<file path="src/rtl/pidc_pkg.sv">
// Shared types, widths and constants of the clamped PID controller.
`timescale 1ns / 1ps

package pidc_pkg;

    // Default width of the integral accumulator (LSB 2^-22).
    localparam int INTEGRAL_WIDTH_DEF = 40;

    // Fixed field widths.
    localparam int GAIN_W   = 16;   // Q8.8 gains
    localparam int ANGLE_W  = 16;   // Q10.6 angles
    localparam int DRIVE_W  = 8;    // integer drive value
    localparam int CFG_IDX_W = 3;
    localparam int CFG_DATA_W = 16;

    // Datapath widths.
    localparam int ERR_W    = 17;   // Q11.6 error, always exact
    localparam int DIFF_W   = 18;   // error minus previous error
    localparam int DERIV_W  = 23;   // difference times 25
    localparam int INC_W    = 30;   // error times the Q.16 sample period
    localparam int MUL_A_W  = 17;
    localparam int MUL_B_W  = 33;
    localparam int PROD_W   = 50;
    localparam int ACC_W    = 64;   // Q.30 sum of all three terms
    localparam int IACC_W   = 81;   // exact integral term before saturation
    localparam int ISAT_W   = 62;   // integral term after saturation
    localparam int INT_EXT_W = 64;  // integral split into two 32-bit halves
    localparam int RND_W    = 34;   // rounded magnitude
    localparam int GAIN_SHIFT = 16; // Q.14 products up to Q.30
    localparam int HALF_SHIFT = 32; // weight of the upper integral half
    localparam int TERM_LIMIT_SHIFT = 60;
    localparam int ROUND_SHIFT = 30;

    // Sample period 0.04 in Q.16.
    localparam int DT_Q16 = 2621;

    // Reset values of the drive limits.
    localparam logic [DRIVE_W-1:0] OUTPUT_MIN_RST = 8'd0;
    localparam logic [DRIVE_W-1:0] OUTPUT_MAX_RST = 8'd180;

    // Input command codes (carried in tuser).
    localparam logic CMD_SAMPLE = 1'b0;
    localparam logic CMD_CLEAR  = 1'b1;

    typedef enum logic [CFG_IDX_W-1:0] {
        REG_PROP_GAIN    = 3'd0,
        REG_INTEG_GAIN   = 3'd1,
        REG_DERIV_GAIN   = 3'd2,
        REG_TARGET_ANGLE = 3'd3,
        REG_OUTPUT_MIN   = 3'd4,
        REG_OUTPUT_MAX   = 3'd5
    } cfg_index_t;

    typedef enum logic [2:0] {
        MUL_ERR_DT,
        MUL_PROP,
        MUL_DERIV,
        MUL_INT_LO,
        MUL_INT_HI
    } mul_sel_t;

    typedef enum logic [3:0] {
        ST_IDLE,
        ST_MUL_INC,
        ST_MUL_P,
        ST_MUL_D,
        ST_MUL_ILO,
        ST_MUL_IHI,
        ST_I_ADD,
        ST_SUM,
        ST_ROUND,
        ST_CLAMP
    } state_t;

    typedef struct packed {
        logic     load_err;
        logic     clear;
        mul_sel_t mul_sel;
        logic     deriv_upd;
        logic     int_upd;
        logic     p_load;
        logic     d_add;
        logic     ilo_load;
        logic     ihi_add;
        logic     sum_load;
        logic     round_load;
        logic     out_load;
    } dp_cmd_t;

endpackage

</file>
<file path="src/rtl/pidc_ctrl.sv">
// Sequencer of the PID step: input/output handshake and datapath commands.
`timescale 1ns / 1ps

module pidc_ctrl (
    input  logic               clk,
    input  logic               rst_n,
    input  logic               in_valid,
    input  logic               in_cmd,
    output logic               in_ready,
    output logic               out_valid,
    input  logic               out_ready,
    output pidc_pkg::dp_cmd_t  cmd
);

    pidc_pkg::state_t state_reg;
    pidc_pkg::state_t state_next;
    logic             out_valid_reg;
    logic             out_valid_next;
    logic             accept;
    logic             out_free;

    assign in_ready  = (state_reg == pidc_pkg::ST_IDLE);
    assign accept    = in_valid && in_ready;
    assign out_free  = !out_valid_reg || out_ready;
    assign out_valid = out_valid_reg;

    always_ff @(posedge clk or negedge rst_n)
    begin
        if (!rst_n)
        begin
            state_reg     <= pidc_pkg::ST_IDLE;
            out_valid_reg <= 1'b0;
        end
        else
        begin
            state_reg     <= state_next;
            out_valid_reg <= out_valid_next;
        end
    end

    // Next state
    always_comb
    begin
        state_next = state_reg;
        case (state_reg)
            pidc_pkg::ST_IDLE:
            begin
                if (accept && (in_cmd == pidc_pkg::CMD_SAMPLE))
                begin
                    state_next = pidc_pkg::ST_MUL_INC;
                end
            end
            pidc_pkg::ST_MUL_INC: state_next = pidc_pkg::ST_MUL_P;
            pidc_pkg::ST_MUL_P:   state_next = pidc_pkg::ST_MUL_D;
            pidc_pkg::ST_MUL_D:   state_next = pidc_pkg::ST_MUL_ILO;
            pidc_pkg::ST_MUL_ILO: state_next = pidc_pkg::ST_MUL_IHI;
            pidc_pkg::ST_MUL_IHI: state_next = pidc_pkg::ST_I_ADD;
            pidc_pkg::ST_I_ADD:   state_next = pidc_pkg::ST_SUM;
            pidc_pkg::ST_SUM:     state_next = pidc_pkg::ST_ROUND;
            pidc_pkg::ST_ROUND:   state_next = pidc_pkg::ST_CLAMP;
            pidc_pkg::ST_CLAMP:
            begin
                if (out_free)
                begin
                    state_next = pidc_pkg::ST_IDLE;
                end
            end
            default: state_next = pidc_pkg::ST_IDLE;
        endcase
    end

    // Outputs
    always_comb
    begin
        cmd         = '0;
        cmd.mul_sel = pidc_pkg::MUL_ERR_DT;
        case (state_reg)
            pidc_pkg::ST_IDLE:
            begin
                cmd.load_err = accept && (in_cmd == pidc_pkg::CMD_SAMPLE);
                cmd.clear    = accept && (in_cmd == pidc_pkg::CMD_CLEAR);
            end
            pidc_pkg::ST_MUL_INC:
            begin
                cmd.mul_sel   = pidc_pkg::MUL_ERR_DT;
                cmd.deriv_upd = 1'b1;
            end
            pidc_pkg::ST_MUL_P:
            begin
                cmd.mul_sel = pidc_pkg::MUL_PROP;
                cmd.int_upd = 1'b1;
            end
            pidc_pkg::ST_MUL_D:
            begin
                cmd.mul_sel = pidc_pkg::MUL_DERIV;
                cmd.p_load  = 1'b1;
            end
            pidc_pkg::ST_MUL_ILO:
            begin
                cmd.mul_sel = pidc_pkg::MUL_INT_LO;
                cmd.d_add   = 1'b1;
            end
            pidc_pkg::ST_MUL_IHI:
            begin
                cmd.mul_sel  = pidc_pkg::MUL_INT_HI;
                cmd.ilo_load = 1'b1;
            end
            pidc_pkg::ST_I_ADD:  cmd.ihi_add    = 1'b1;
            pidc_pkg::ST_SUM:    cmd.sum_load   = 1'b1;
            pidc_pkg::ST_ROUND:  cmd.round_load = 1'b1;
            pidc_pkg::ST_CLAMP:  cmd.out_load   = out_free;
            default:             cmd            = '0;
        endcase
    end

    always_comb
    begin
        if (cmd.out_load)
        begin
            out_valid_next = 1'b1;
        end
        else if (out_ready)
        begin
            out_valid_next = 1'b0;
        end
        else
        begin
            out_valid_next = out_valid_reg;
        end
    end

endmodule

</file>
<file path="src/rtl/pidc_datapath.sv">
// Datapath of the PID step: settings, state, shared multiplier, round and clamp.
`timescale 1ns / 1ps

module pidc_datapath #(
    parameter int INTEGRAL_WIDTH = pidc_pkg::INTEGRAL_WIDTH_DEF
) (
    input  logic                                 clk,
    input  logic                                 rst_n,
    input  logic                                 cfg_we,
    input  logic [pidc_pkg::CFG_IDX_W-1:0]       cfg_index,
    input  logic [pidc_pkg::CFG_DATA_W-1:0]      cfg_data,
    input  logic signed [pidc_pkg::ANGLE_W-1:0]  meas_angle,
    input  pidc_pkg::dp_cmd_t                    cmd,
    output logic [pidc_pkg::DRIVE_W-1:0]         drive
);

    localparam int ERR_W    = pidc_pkg::ERR_W;
    localparam int DIFF_W   = pidc_pkg::DIFF_W;
    localparam int DERIV_W  = pidc_pkg::DERIV_W;
    localparam int INC_W    = pidc_pkg::INC_W;
    localparam int MUL_A_W  = pidc_pkg::MUL_A_W;
    localparam int MUL_B_W  = pidc_pkg::MUL_B_W;
    localparam int PROD_W   = pidc_pkg::PROD_W;
    localparam int ACC_W    = pidc_pkg::ACC_W;
    localparam int IACC_W   = pidc_pkg::IACC_W;
    localparam int ISAT_W   = pidc_pkg::ISAT_W;
    localparam int EXT_W    = pidc_pkg::INT_EXT_W;
    localparam int RND_W    = pidc_pkg::RND_W;
    localparam int DRIVE_W  = pidc_pkg::DRIVE_W;
    localparam int HALF_W   = EXT_W / 2;
    localparam int ISUM_W   = ((INTEGRAL_WIDTH > INC_W) ? INTEGRAL_WIDTH : INC_W) + 1;

    localparam logic signed [ISUM_W-1:0] IMAX =
        {{(ISUM_W - INTEGRAL_WIDTH + 1){1'b0}}, {(INTEGRAL_WIDTH - 1){1'b1}}};
    localparam logic signed [ISUM_W-1:0] IMIN =
        {{(ISUM_W - INTEGRAL_WIDTH + 1){1'b1}}, {(INTEGRAL_WIDTH - 1){1'b0}}};
    localparam logic signed [IACC_W-1:0] LIM_POS =
        IACC_W'(1) <<< pidc_pkg::TERM_LIMIT_SHIFT;
    localparam logic signed [IACC_W-1:0] LIM_NEG = -LIM_POS;
    localparam logic [ACC_W-1:0] HALF_LSB = ACC_W'(1) << (pidc_pkg::ROUND_SHIFT - 1);

    // Settings
    logic signed [pidc_pkg::GAIN_W-1:0]  prop_gain_reg;
    logic signed [pidc_pkg::GAIN_W-1:0]  integ_gain_reg;
    logic signed [pidc_pkg::GAIN_W-1:0]  deriv_gain_reg;
    logic signed [pidc_pkg::ANGLE_W-1:0] target_angle_reg;
    logic [DRIVE_W-1:0]                  output_min_reg;
    logic [DRIVE_W-1:0]                  output_max_reg;

    // Controller state and working registers
    logic signed [INTEGRAL_WIDTH-1:0] integ_reg;
    logic signed [INTEGRAL_WIDTH-1:0] integ_next;
    logic signed [ERR_W-1:0]          last_error_reg;
    logic signed [ERR_W-1:0]          err_reg;
    logic signed [DERIV_W-1:0]        deriv_reg;
    logic signed [PROD_W-1:0]         prod_reg;
    logic signed [ACC_W-1:0]          acc_reg;
    logic signed [IACC_W-1:0]         iacc_reg;
    logic signed [ACC_W-1:0]          sum_reg;
    logic [RND_W-1:0]                 rnd_reg;
    logic                             neg_reg;
    logic [DRIVE_W-1:0]               drive_reg;

    logic signed [ERR_W-1:0]   err_calc;
    logic signed [DIFF_W-1:0]  diff;
    logic signed [DERIV_W-1:0] diff_ext;
    logic signed [DERIV_W-1:0] deriv_calc;
    logic signed [MUL_A_W-1:0] mul_a;
    logic signed [MUL_B_W-1:0] mul_b;
    logic signed [PROD_W-1:0]  mul_full;
    logic signed [EXT_W-1:0]   integ_ext;
    logic signed [INC_W-1:0]   inc;
    logic signed [ISUM_W-1:0]  isum;
    logic signed [ISAT_W-1:0]  isat;
    logic [ACC_W-1:0]          rnd_sum;
    logic [DRIVE_W-1:0]        drive_calc;

    always_ff @(posedge clk or negedge rst_n)
    begin
        if (!rst_n)
        begin
            prop_gain_reg    <= '0;
            integ_gain_reg   <= '0;
            deriv_gain_reg   <= '0;
            target_angle_reg <= '0;
            output_min_reg   <= pidc_pkg::OUTPUT_MIN_RST;
            output_max_reg   <= pidc_pkg::OUTPUT_MAX_RST;
        end
        else if (cfg_we)
        begin
            case (pidc_pkg::cfg_index_t'(cfg_index))
                pidc_pkg::REG_PROP_GAIN:    prop_gain_reg    <= cfg_data;
                pidc_pkg::REG_INTEG_GAIN:   integ_gain_reg   <= cfg_data;
                pidc_pkg::REG_DERIV_GAIN:   deriv_gain_reg   <= cfg_data;
                pidc_pkg::REG_TARGET_ANGLE: target_angle_reg <= cfg_data;
                pidc_pkg::REG_OUTPUT_MIN:   output_min_reg   <= cfg_data[DRIVE_W-1:0];
                pidc_pkg::REG_OUTPUT_MAX:   output_max_reg   <= cfg_data[DRIVE_W-1:0];
                default: ;
            endcase
        end
    end

    // Error and derivative
    assign err_calc   = ERR_W'(target_angle_reg) - ERR_W'(meas_angle);
    assign diff       = DIFF_W'(err_reg) - DIFF_W'(last_error_reg);
    assign diff_ext   = DERIV_W'(diff);
    // times 25 as 16 + 8 + 1
    assign deriv_calc = (diff_ext <<< 4) + (diff_ext <<< 3) + diff_ext;

    // Shared multiplier operands
    assign integ_ext = EXT_W'(integ_reg);

    always_comb
    begin
        case (cmd.mul_sel)
            pidc_pkg::MUL_ERR_DT:
            begin
                mul_a = MUL_A_W'(err_reg);
                mul_b = MUL_B_W'(pidc_pkg::DT_Q16);
            end
            pidc_pkg::MUL_PROP:
            begin
                mul_a = MUL_A_W'(prop_gain_reg);
                mul_b = MUL_B_W'(err_reg);
            end
            pidc_pkg::MUL_DERIV:
            begin
                mul_a = MUL_A_W'(deriv_gain_reg);
                mul_b = MUL_B_W'(deriv_reg);
            end
            pidc_pkg::MUL_INT_LO:
            begin
                mul_a = MUL_A_W'(integ_gain_reg);
                mul_b = signed'({1'b0, integ_ext[HALF_W-1:0]});
            end
            pidc_pkg::MUL_INT_HI:
            begin
                mul_a = MUL_A_W'(integ_gain_reg);
                mul_b = MUL_B_W'(signed'(integ_ext[EXT_W-1:HALF_W]));
            end
            default:
            begin
                mul_a = '0;
                mul_b = '0;
            end
        endcase
    end

    assign mul_full = mul_a * mul_b;

    // Saturating integral update
    assign inc  = prod_reg[INC_W-1:0];
    assign isum = ISUM_W'(integ_reg) + ISUM_W'(inc);

    always_comb
    begin
        if (isum > IMAX)
        begin
            integ_next = IMAX[INTEGRAL_WIDTH-1:0];
        end
        else if (isum < IMIN)
        begin
            integ_next = IMIN[INTEGRAL_WIDTH-1:0];
        end
        else
        begin
            integ_next = isum[INTEGRAL_WIDTH-1:0];
        end
    end

    // Integral term saturates at magnitude 2^60, keeping its sign
    always_comb
    begin
        if (iacc_reg > LIM_POS)
        begin
            isat = LIM_POS[ISAT_W-1:0];
        end
        else if (iacc_reg < LIM_NEG)
        begin
            isat = LIM_NEG[ISAT_W-1:0];
        end
        else
        begin
            isat = iacc_reg[ISAT_W-1:0];
        end
    end

    // Half away from zero: for a negative sum, -s + half = ~s + half + 1
    assign rnd_sum = (sum_reg[ACC_W-1] ? ~sum_reg : sum_reg)
                   + (sum_reg[ACC_W-1] ? (HALF_LSB + ACC_W'(1)) : HALF_LSB);

    // Clamp: compare with the upper limit first; a negative value is below both
    always_comb
    begin
        if (neg_reg && (rnd_reg != '0))
        begin
            drive_calc = output_min_reg;
        end
        else if (rnd_reg > RND_W'(output_max_reg))
        begin
            drive_calc = output_max_reg;
        end
        else if (rnd_reg < RND_W'(output_min_reg))
        begin
            drive_calc = output_min_reg;
        end
        else
        begin
            drive_calc = rnd_reg[DRIVE_W-1:0];
        end
    end

    always_ff @(posedge clk or negedge rst_n)
    begin
        if (!rst_n)
        begin
            integ_reg      <= '0;
            last_error_reg <= '0;
        end
        else if (cmd.clear)
        begin
            integ_reg      <= '0;
            last_error_reg <= '0;
        end
        else
        begin
            if (cmd.int_upd)
            begin
                integ_reg <= integ_next;
            end
            if (cmd.deriv_upd)
            begin
                last_error_reg <= err_reg;
            end
        end
    end

    always_ff @(posedge clk)
    begin
        prod_reg <= mul_full;
        if (cmd.load_err)
        begin
            err_reg <= err_calc;
        end
        if (cmd.deriv_upd)
        begin
            deriv_reg <= deriv_calc;
        end
        if (cmd.p_load)
        begin
            acc_reg <= ACC_W'(prod_reg) <<< pidc_pkg::GAIN_SHIFT;
        end
        if (cmd.d_add)
        begin
            acc_reg <= acc_reg + (ACC_W'(prod_reg) <<< pidc_pkg::GAIN_SHIFT);
        end
        if (cmd.ilo_load)
        begin
            iacc_reg <= IACC_W'(prod_reg);
        end
        if (cmd.ihi_add)
        begin
            iacc_reg <= iacc_reg + (IACC_W'(prod_reg) <<< pidc_pkg::HALF_SHIFT);
        end
        if (cmd.sum_load)
        begin
            sum_reg <= acc_reg + ACC_W'(isat);
        end
        if (cmd.round_load)
        begin
            rnd_reg <= rnd_sum[ACC_W-1:pidc_pkg::ROUND_SHIFT];
            neg_reg <= sum_reg[ACC_W-1];
        end
        if (cmd.out_load)
        begin
            drive_reg <= drive_calc;
        end
    end

    assign drive = drive_reg;

endmodule

</file>
<file path="src/rtl/pid_controller_clamped.sv">
// Top level of the clamped positional PID controller.
`timescale 1ns / 1ps
// A sample beat steps through MUL_INC, MUL_P, MUL_D, MUL_ILO, MUL_IHI, I_ADD, SUM, ROUND
// and CLAMP, which registers its drive beat once no earlier result waits. No new sample
// is taken before then; a single shared 17x33 multiplier forms the integral increment,
// the P and D products and both halves of the I product. A clear beat gives no output beat.
// Reset (rst_n, asynchronous, active low) clears integral and previous error, sets the
// gains and setpoint to zero and the drive limits to 0 and 180; no clearing pass.
module pid_controller_clamped #(
    parameter int INTEGRAL_WIDTH = pidc_pkg::INTEGRAL_WIDTH_DEF
) (
    input  logic                                clk,
    input  logic                                rst_n,

    // Settings write port: index follows the register list (prop_gain first)
    input  logic                                cfg_we,
    input  logic [pidc_pkg::CFG_IDX_W-1:0]      cfg_index,
    input  logic [pidc_pkg::CFG_DATA_W-1:0]     cfg_data,

    // Sample stream in
    input  logic                                s_axis_tvalid,
    output logic                                s_axis_tready,
    input  logic [15:0]                         s_axis_tdata,  // [15:0] measured_angle
    input  logic [0:0]                          s_axis_tuser,  // [0] command

    // Drive stream out
    output logic                                m_axis_tvalid,
    input  logic                                m_axis_tready,
    output logic [7:0]                          m_axis_tdata   // [7:0] drive
);

    pidc_pkg::dp_cmd_t dp_cmd;

    // Sequencer: takes one beat at a time, holds the result beat until it is taken,
    // and stalls the final step while an earlier result still waits.
    pidc_ctrl u_ctrl (
        .clk       (clk),
        .rst_n     (rst_n),
        .in_valid  (s_axis_tvalid),
        .in_cmd    (s_axis_tuser[0]),
        .in_ready  (s_axis_tready),
        .out_valid (m_axis_tvalid),
        .out_ready (m_axis_tready),
        .cmd       (dp_cmd)
    );

    // Datapath: error, saturating integral, derivative, shared multiplier,
    // Q.30 sum, rounding and clamp into the output register.
    pidc_datapath #(
        .INTEGRAL_WIDTH (INTEGRAL_WIDTH)
    ) u_datapath (
        .clk        (clk),
        .rst_n      (rst_n),
        .cfg_we     (cfg_we),
        .cfg_index  (cfg_index),
        .cfg_data   (cfg_data),
        .meas_angle (signed'(s_axis_tdata)),
        .cmd        (dp_cmd),
        .drive      (m_axis_tdata)
    );

endmodule
</file>
<file path="config.mk">
export PLATFORM = sky130hd
export DESIGN_NAME = pid_controller_clamped
export DESIGN_NICKNAME = d
export VERILOG_FILES = /design/src/rtl/pidc_pkg.sv /design/src/rtl/pidc_ctrl.sv /design/src/rtl/pidc_datapath.sv /design/src/rtl/pid_controller_clamped.sv
export SDC_FILE = /design/constraint.sdc
export NUM_CORES = 2
export LEC_CHECK = 0
export BUFFER_PORTS_ARGS = -buffer_cell sky130_fd_sc_hd__buf_2
export CAP_MARGIN = 40
export CORE_MARGIN = 5
export CORE_UTILIZATION = 40
export DETAILED_ROUTE_END_ITERATION = 6
export GPL_TIMING_DRIVEN = 0
export SYNTH_ARGS = -nofsm -noshare
export SYNTH_HDL_FRONTEND = slang
export SYNTH_HIERARCHICAL = 1
export SYNTH_SLANG_ARGS = --single-unit
</file>
<file path="constraint.sdc">
create_clock -name clk -period 8.2 [get_ports clk]
set_input_delay 2.46 -clock clk [delete_from_list [all_inputs] [get_ports clk]]
set_output_delay 2.46 -clock clk [all_outputs]
set_load 0.1 [all_outputs]
</file>
Yosys cells after proc, flatten, opt, wreduce, memory -nomap -nowiden
Index checks and enable logic that the tools add are counted.
Widths: inputs -> output; s select.
- reduce and logical (&&, ||, !) cells: 23
- mux-type cells: 35
- eq/ne operators: 20
- bitwise gates (word level): 2
- magnitude comparators: 6
- $mul: 1
- add/subtract/negate cells: 9
- operators by type and width (kind ; number):
    $mux 64 ; 3
    $pmux 33 s5 ; 1
    $mux 81 ; 2
    $mux 40 ; 4
    $add 64x64->64 ; 2
    $mux 62 ; 2
    $add 81x81->81 ; 1
    $gt 81x62->1 const B ; 1
    $lt 81x61->1 const B ; 1
    $pmux 17 s4 ; 1
    $add 64x62->64 ; 1
    $not 64->64 ; 1
    $mul 17x33->50 ; 1
    $add 40x30->41 ; 1
    $gt 41x40->1 const B ; 1
    $lt 41x40->1 const B ; 1
    $pmux 4 s10 ; 1
    $gt 34x8->1 ; 1
    $lt 34x8->1 ; 1
    $mux 17 ; 2
    $reduce_bool 34->1 ; 1
    $mux 8 ; 3
    $add 22x21->23 ; 1
    $add 23x18->23 ; 1
    other kinds (24) ; 61
- output and inout port bits: 10
- input bits: 41
- flip-flop bits (word level): 484
- word-level logic and storage cells: 115

Logic depth before layout (Yosys ltp)
- depth in word-level cells: 6
- gate-level depth with buffers: 38
- gate-level depth less buffers: 33

By module
Netlist, hierarchy kept.
- by module, submodules not included (module ; sequential area each (um2) ; area each (um2) ; instances ; cells each):
    pidc_datapath ; 12722.2 ; 51164.1 ; 1 ; 5474
    pidc_ctrl ; 125.1 ; 372.9 ; 1 ; 44

Worst setup path before layout
OpenSTA, ideal clock, no wires.
- kind: reg-to-reg
- start point: register u_ctrl.state_reg[3]
- end point: register u_datapath.prod_reg[49]
- path buffers: 6
- data required time: 8.077 ns
- library setup time: 0.123 ns
- slack: -0.662 ns
- arrival: 8.739 ns
- cell stages (with the launch flop): 35
- clock period less this slack: 8.862 ns
- cells stage by stage: dfrtp_1 -> buf_4 -> nand2b_1 -> nor2_1 -> buf_4 -> clkbuf_1 -> clkinv_1 -> nor3_1 -> or2_0 -> clkbuf_1 -> a22o_1 -> clkbuf_1 -> clkbuf_1 -> nand2_1 -> fa_1 -> fa_1 -> inv_1 -> fa_1 -> fa_1 -> fa_1 -> inv_1 -> fa_1 -> inv_1 -> ha_1 -> a21o_1 -> a211o_1 -> a211o_1 -> a21o_1 -> nand2_1 -> nor2_1 -> o21a_1 -> a2111o_1 -> a311oi_1 -> o21bai_1 -> xor2_1
- RTL lines (element ; line ; source):
    from (decl) ; pidc_ctrl.sv:15 ; pidc_pkg::state_t state_reg;
    from (signal assigned) ; pidc_ctrl.sv:31 ; state_reg <= pidc_pkg::ST_IDLE;
    from (signal assigned) ; pidc_ctrl.sv:36 ; state_reg <= state_next;
    to (signal assigned) ; pidc_datapath.sv:240 ; prod_reg <= mul_full;
    to (decl) ; pidc_datapath.sv:56 ; logic signed [PROD_W-1:0] prod_reg;

==> key figures <==
Outcome
  – Status: complete, but fails checks
  – Failing checks: negative setup slack

Synthesis
  – Post-synth top area share: 0.217
  – Synth top area cells: fa_1 22%, edfxtp_1 16%, ha_1 8.9%, dfrtp_1 6.7%, inv_1 5.5%
  – Mapped cell area: 51,500 µm²
  – Post-synth EDFFs: 276
  – Synth area leader: fa_1
  – Synth Net Count: 6,483
  – Cells after synthesis: 5,518
  – Most used DFF post-synth: edfxtp_1
  – Synthesis Warnings: 6
  – Syn avg cell area: 9.34 µm²
  – Asr flop ratio synth: 0.303
  – Register area share after synthesis: 0.249
  – Netlist cell types: 104
  – Number of synthesized register bits: 468

Global routing
  – Vias in the first global route: 41,725
  – Global route overflow: 0
  – Largest net degree at the start of global routing: 82
  – Initial antenna violation count: 3
  – Total Routing Usage GR: 0.240
  – First-pass GRT wire length: 252,000 µm

Finish
  – Final non-filler cell total: 7,473
  – Multi-input combinational cell area: 36,200 µm²
  – Fillers: 12,190
  – Max FFs per register: 81
  – Register area: 12,800 µm²
  – Fin util: 0.461
  – Final #Nets: 6,735
  – Layout cells sized above 1: 0.140
  – Layout overhead on the synthesized area: 14.5%

Setup path
  – Critical Path RT: 8.69 ns
  – CP max FO: 9
  – Most frequent CP cell: fa_1
  – Worst Path Class, Setup: register to register
  – CP peak stage delay: 0.53 ns
  – R2R cell count: 33
  – Arrival time at the worst endpoint: 8.82 ns
  – Slowest CP cell: fa_1
  – Worst setup SP type: register
  – Crit. End Element: register

Die
  – Die W: 369 µm
  – Die H: 369 µm
  – Starting density of the core: 0.403
  – FP Rows: 131
  – I/O Pins: 51
  – Core area: 128,000 µm²
  – Die area: 136,000 µm²

Route
  – DR vias/cell: 5.55
  – Final WL: 165,000 µm
  – DRC viols: 0
  – Via count: 41,496
  – Post-DRT Antenna Nets: 0
  – Number of DRC markers in iteration 0: 3,519
  – 1st-pass router iterations: 6
  – Wirelength per Cell: 22.1 µm

Clock network
  – H-tree depth: 2
  – CTS tree: built
  – Worst-case clock buffer depth: 3
  – Sink Count: 468
  – Clock slew at reported path FFs: 0.07 ns
  – Worst-Skew Late Latency: 0.62 ns
  – CTS Buf Count: 48
  – CTS Hold Bufs: 0
  – Root Buffer: clkbuf_16

Placement
  – Routability cong.: 0.954
  – Post-DP HPWL: 131,000 µm
  – Buffers added on ports: 49
  – Placed Cells: 7,277

STA
  – Final WS setup: -0.124 ns
  – Final Hold Viols: 0
  – Period utilisation layout: 1.02
  – Setup Viol. Count Final: 3
  – RSZ-0062 raised after global routing: true
  – Worst Max-Slew Pin Slew: 0.905 ns
  – Clk_skew: 0.0184 ns
  – F_max: 120 MHz
  – Min cycle time layout: 8.32 ns
  – Hold Slack: 0.507 ns
  – Final Max Slew Viols: 0
  – Max_slew headroom: 0.394

Hold path
  – Hold Crit Class: register to register
  – Hold Path Cell Cnt: 1

Flow run
  – Maxcap violations: 0
-- kinds of logic (layout without fill, tap and decap cells) --
family          count (synthesis)  in the layout  share of synthesized area
buf+inv                       972           1263                     0.0718
mux                           184            184                     0.0392
flops                         468            468                      0.249
xor+xnor                      296            296                     0.0503
fa+ha+maj                     936            936                      0.308
simple gates                 1581           1581                      0.143
other cells                     0              1                          0
compound gates               1081           1082                      0.138
-- final cells by class --
cell class | count | area share
Clock inverter | 28 | 0.00477
Sequential cell | 468 | 0.218
Antenna cell | 1 | 0.0000424
Multi-Input combinational cell | 4079 | 0.613
Tap cell | 1662 | 0.0352
Clock buffer | 62 | 0.0235
Inverter | 754 | 0.0481
Buffer | 200 | 0.0262
Timing Repair Buffer | 219 | 0.0316
-- layer usage --
metal  wire [µm]  GRT usage
met5           8          0
met4        7570     0.0886
met1       69800      0.321
met3       13400     0.0480
met2       74300      0.386
-- placed cells by master, fill, tap and decap left out, types with 21 or more instances in the layout --
| cell | instances |
|---|---|
| nand4_1 | 49 |
| mux2i_1 | 39 |
| a21oi_2 | 23 |
| nor4_1 | 34 |
| clkbuf_16 | 72 |
| a21oi_1 | 274 |
| a21o_1 | 190 |
| a211oi_1 | 56 |
| o22ai_1 | 21 |
| buf_6 | 26 |
| o21bai_1 | 38 |
| inv_1 | 733 |
| ha_1 | 341 |
| clkbuf_8 | 21 |
| nand2_1 | 477 |
| mux2_2 | 133 |
| nor3_1 | 35 |
| buf_4 | 134 |
| o21a_1 | 24 |
| a31oi_1 | 31 |
| o21ai_0 | 156 |
| nand3_1 | 68 |
| and3_1 | 37 |
| buf_2 | 66 |
| nor2_1 | 514 |
| dfrtp_1 | 138 |
| fa_1 | 548 |
| dfxtp_1 | 50 |
| o21ai_1 | 28 |
| xnor2_1 | 207 |
| xor2_1 | 88 |
| clkbuf_1 | 103 |
| nor2b_1 | 87 |
| edfxtp_1 | 276 |
| and2_1 | 80 |
| nand2b_1 | 56 |
-- stage by stage --
stage | cell area, µm² | setup slack [ns] | TNS, ns
after floorplan | 51700 | 0.00588 | 0
after global placement | 54000 | -2.30 | -60.95
after detailed placement | 54500 | -2.45 | -64.71
after CTS | 58300 | -0.0256 | -0.0256
after global routing | 59000 | -0.279 | -2.14
final | 59000 | -0.124 | -0.223
-- synth_stat cells (21+ instances only) --
cell and n:
and3_1 38, a31oi_1 34, nand3_1 69, fa_1 559
a22oi_1 24, nor4_1 34, clkbuf_1 184, nor2_1 542
xor2_1 88, nand2_1 488, a21oi_1 297, o22ai_1 21
mux2i_1 50, a21o_1 195, o21ai_0 179, a211oi_1 57
nor3_1 39, xnor2_1 208, nand2b_1 58, and2_1 82
edfxtp_1 276, nor2b_1 91, dfxtp_1 50, o21bai_1 38
dfrtp_1 138, inv_1 753, mux2_2 133, ha_1 365
o21a_1 38, nand4_1 49
-- path summary, 6_finish.rpt --
check                                             startpoint                              end  slack [ns]
worst min-delay path            u_datapath/output_max_reg[1]     u_datapath/output_max_reg[1]        0.51
worst max-delay path                     u_ctrl/state_reg[2]          u_datapath/prod_reg[49]       -0.12
worst min register to register  u_datapath/output_max_reg[1]     u_datapath/output_max_reg[1]        0.51
min in group asynchronous                              rst_n  u_datapath/target_angle_reg[14]        1.83
max in group asynchronous                              rst_n     u_datapath/output_max_reg[7]        5.45
worst max register to register           u_ctrl/state_reg[2]          u_datapath/prod_reg[49]       -0.12
-- repair_timing --
action | 4_1_cts | 5_1_grt
buffers inserted | 90 | 28
pin swaps | 67 | 67
gates resized for setup | 348 | 146
gates cloned | 3 | 2
endpoints found under the setup margin | 39 | 22
-- worst max-delay path: cells and delay by family (launching register included) --
family | cells | cell delay (ns)
adders and majority gates | 7 | 3.31
AOI/OAI and AO/OA | 12 | 3.03
buffers and inverters | 8 | 0.80
and+or+nand+nor | 5 | 0.50
DFF | 1 | 0.39
xor gates and xnor gates | 1 | 0.15
Power is left out: the tool's default activity adds up to more than one toggle a clock period on the data nets, which glitch-free logic cannot reach.
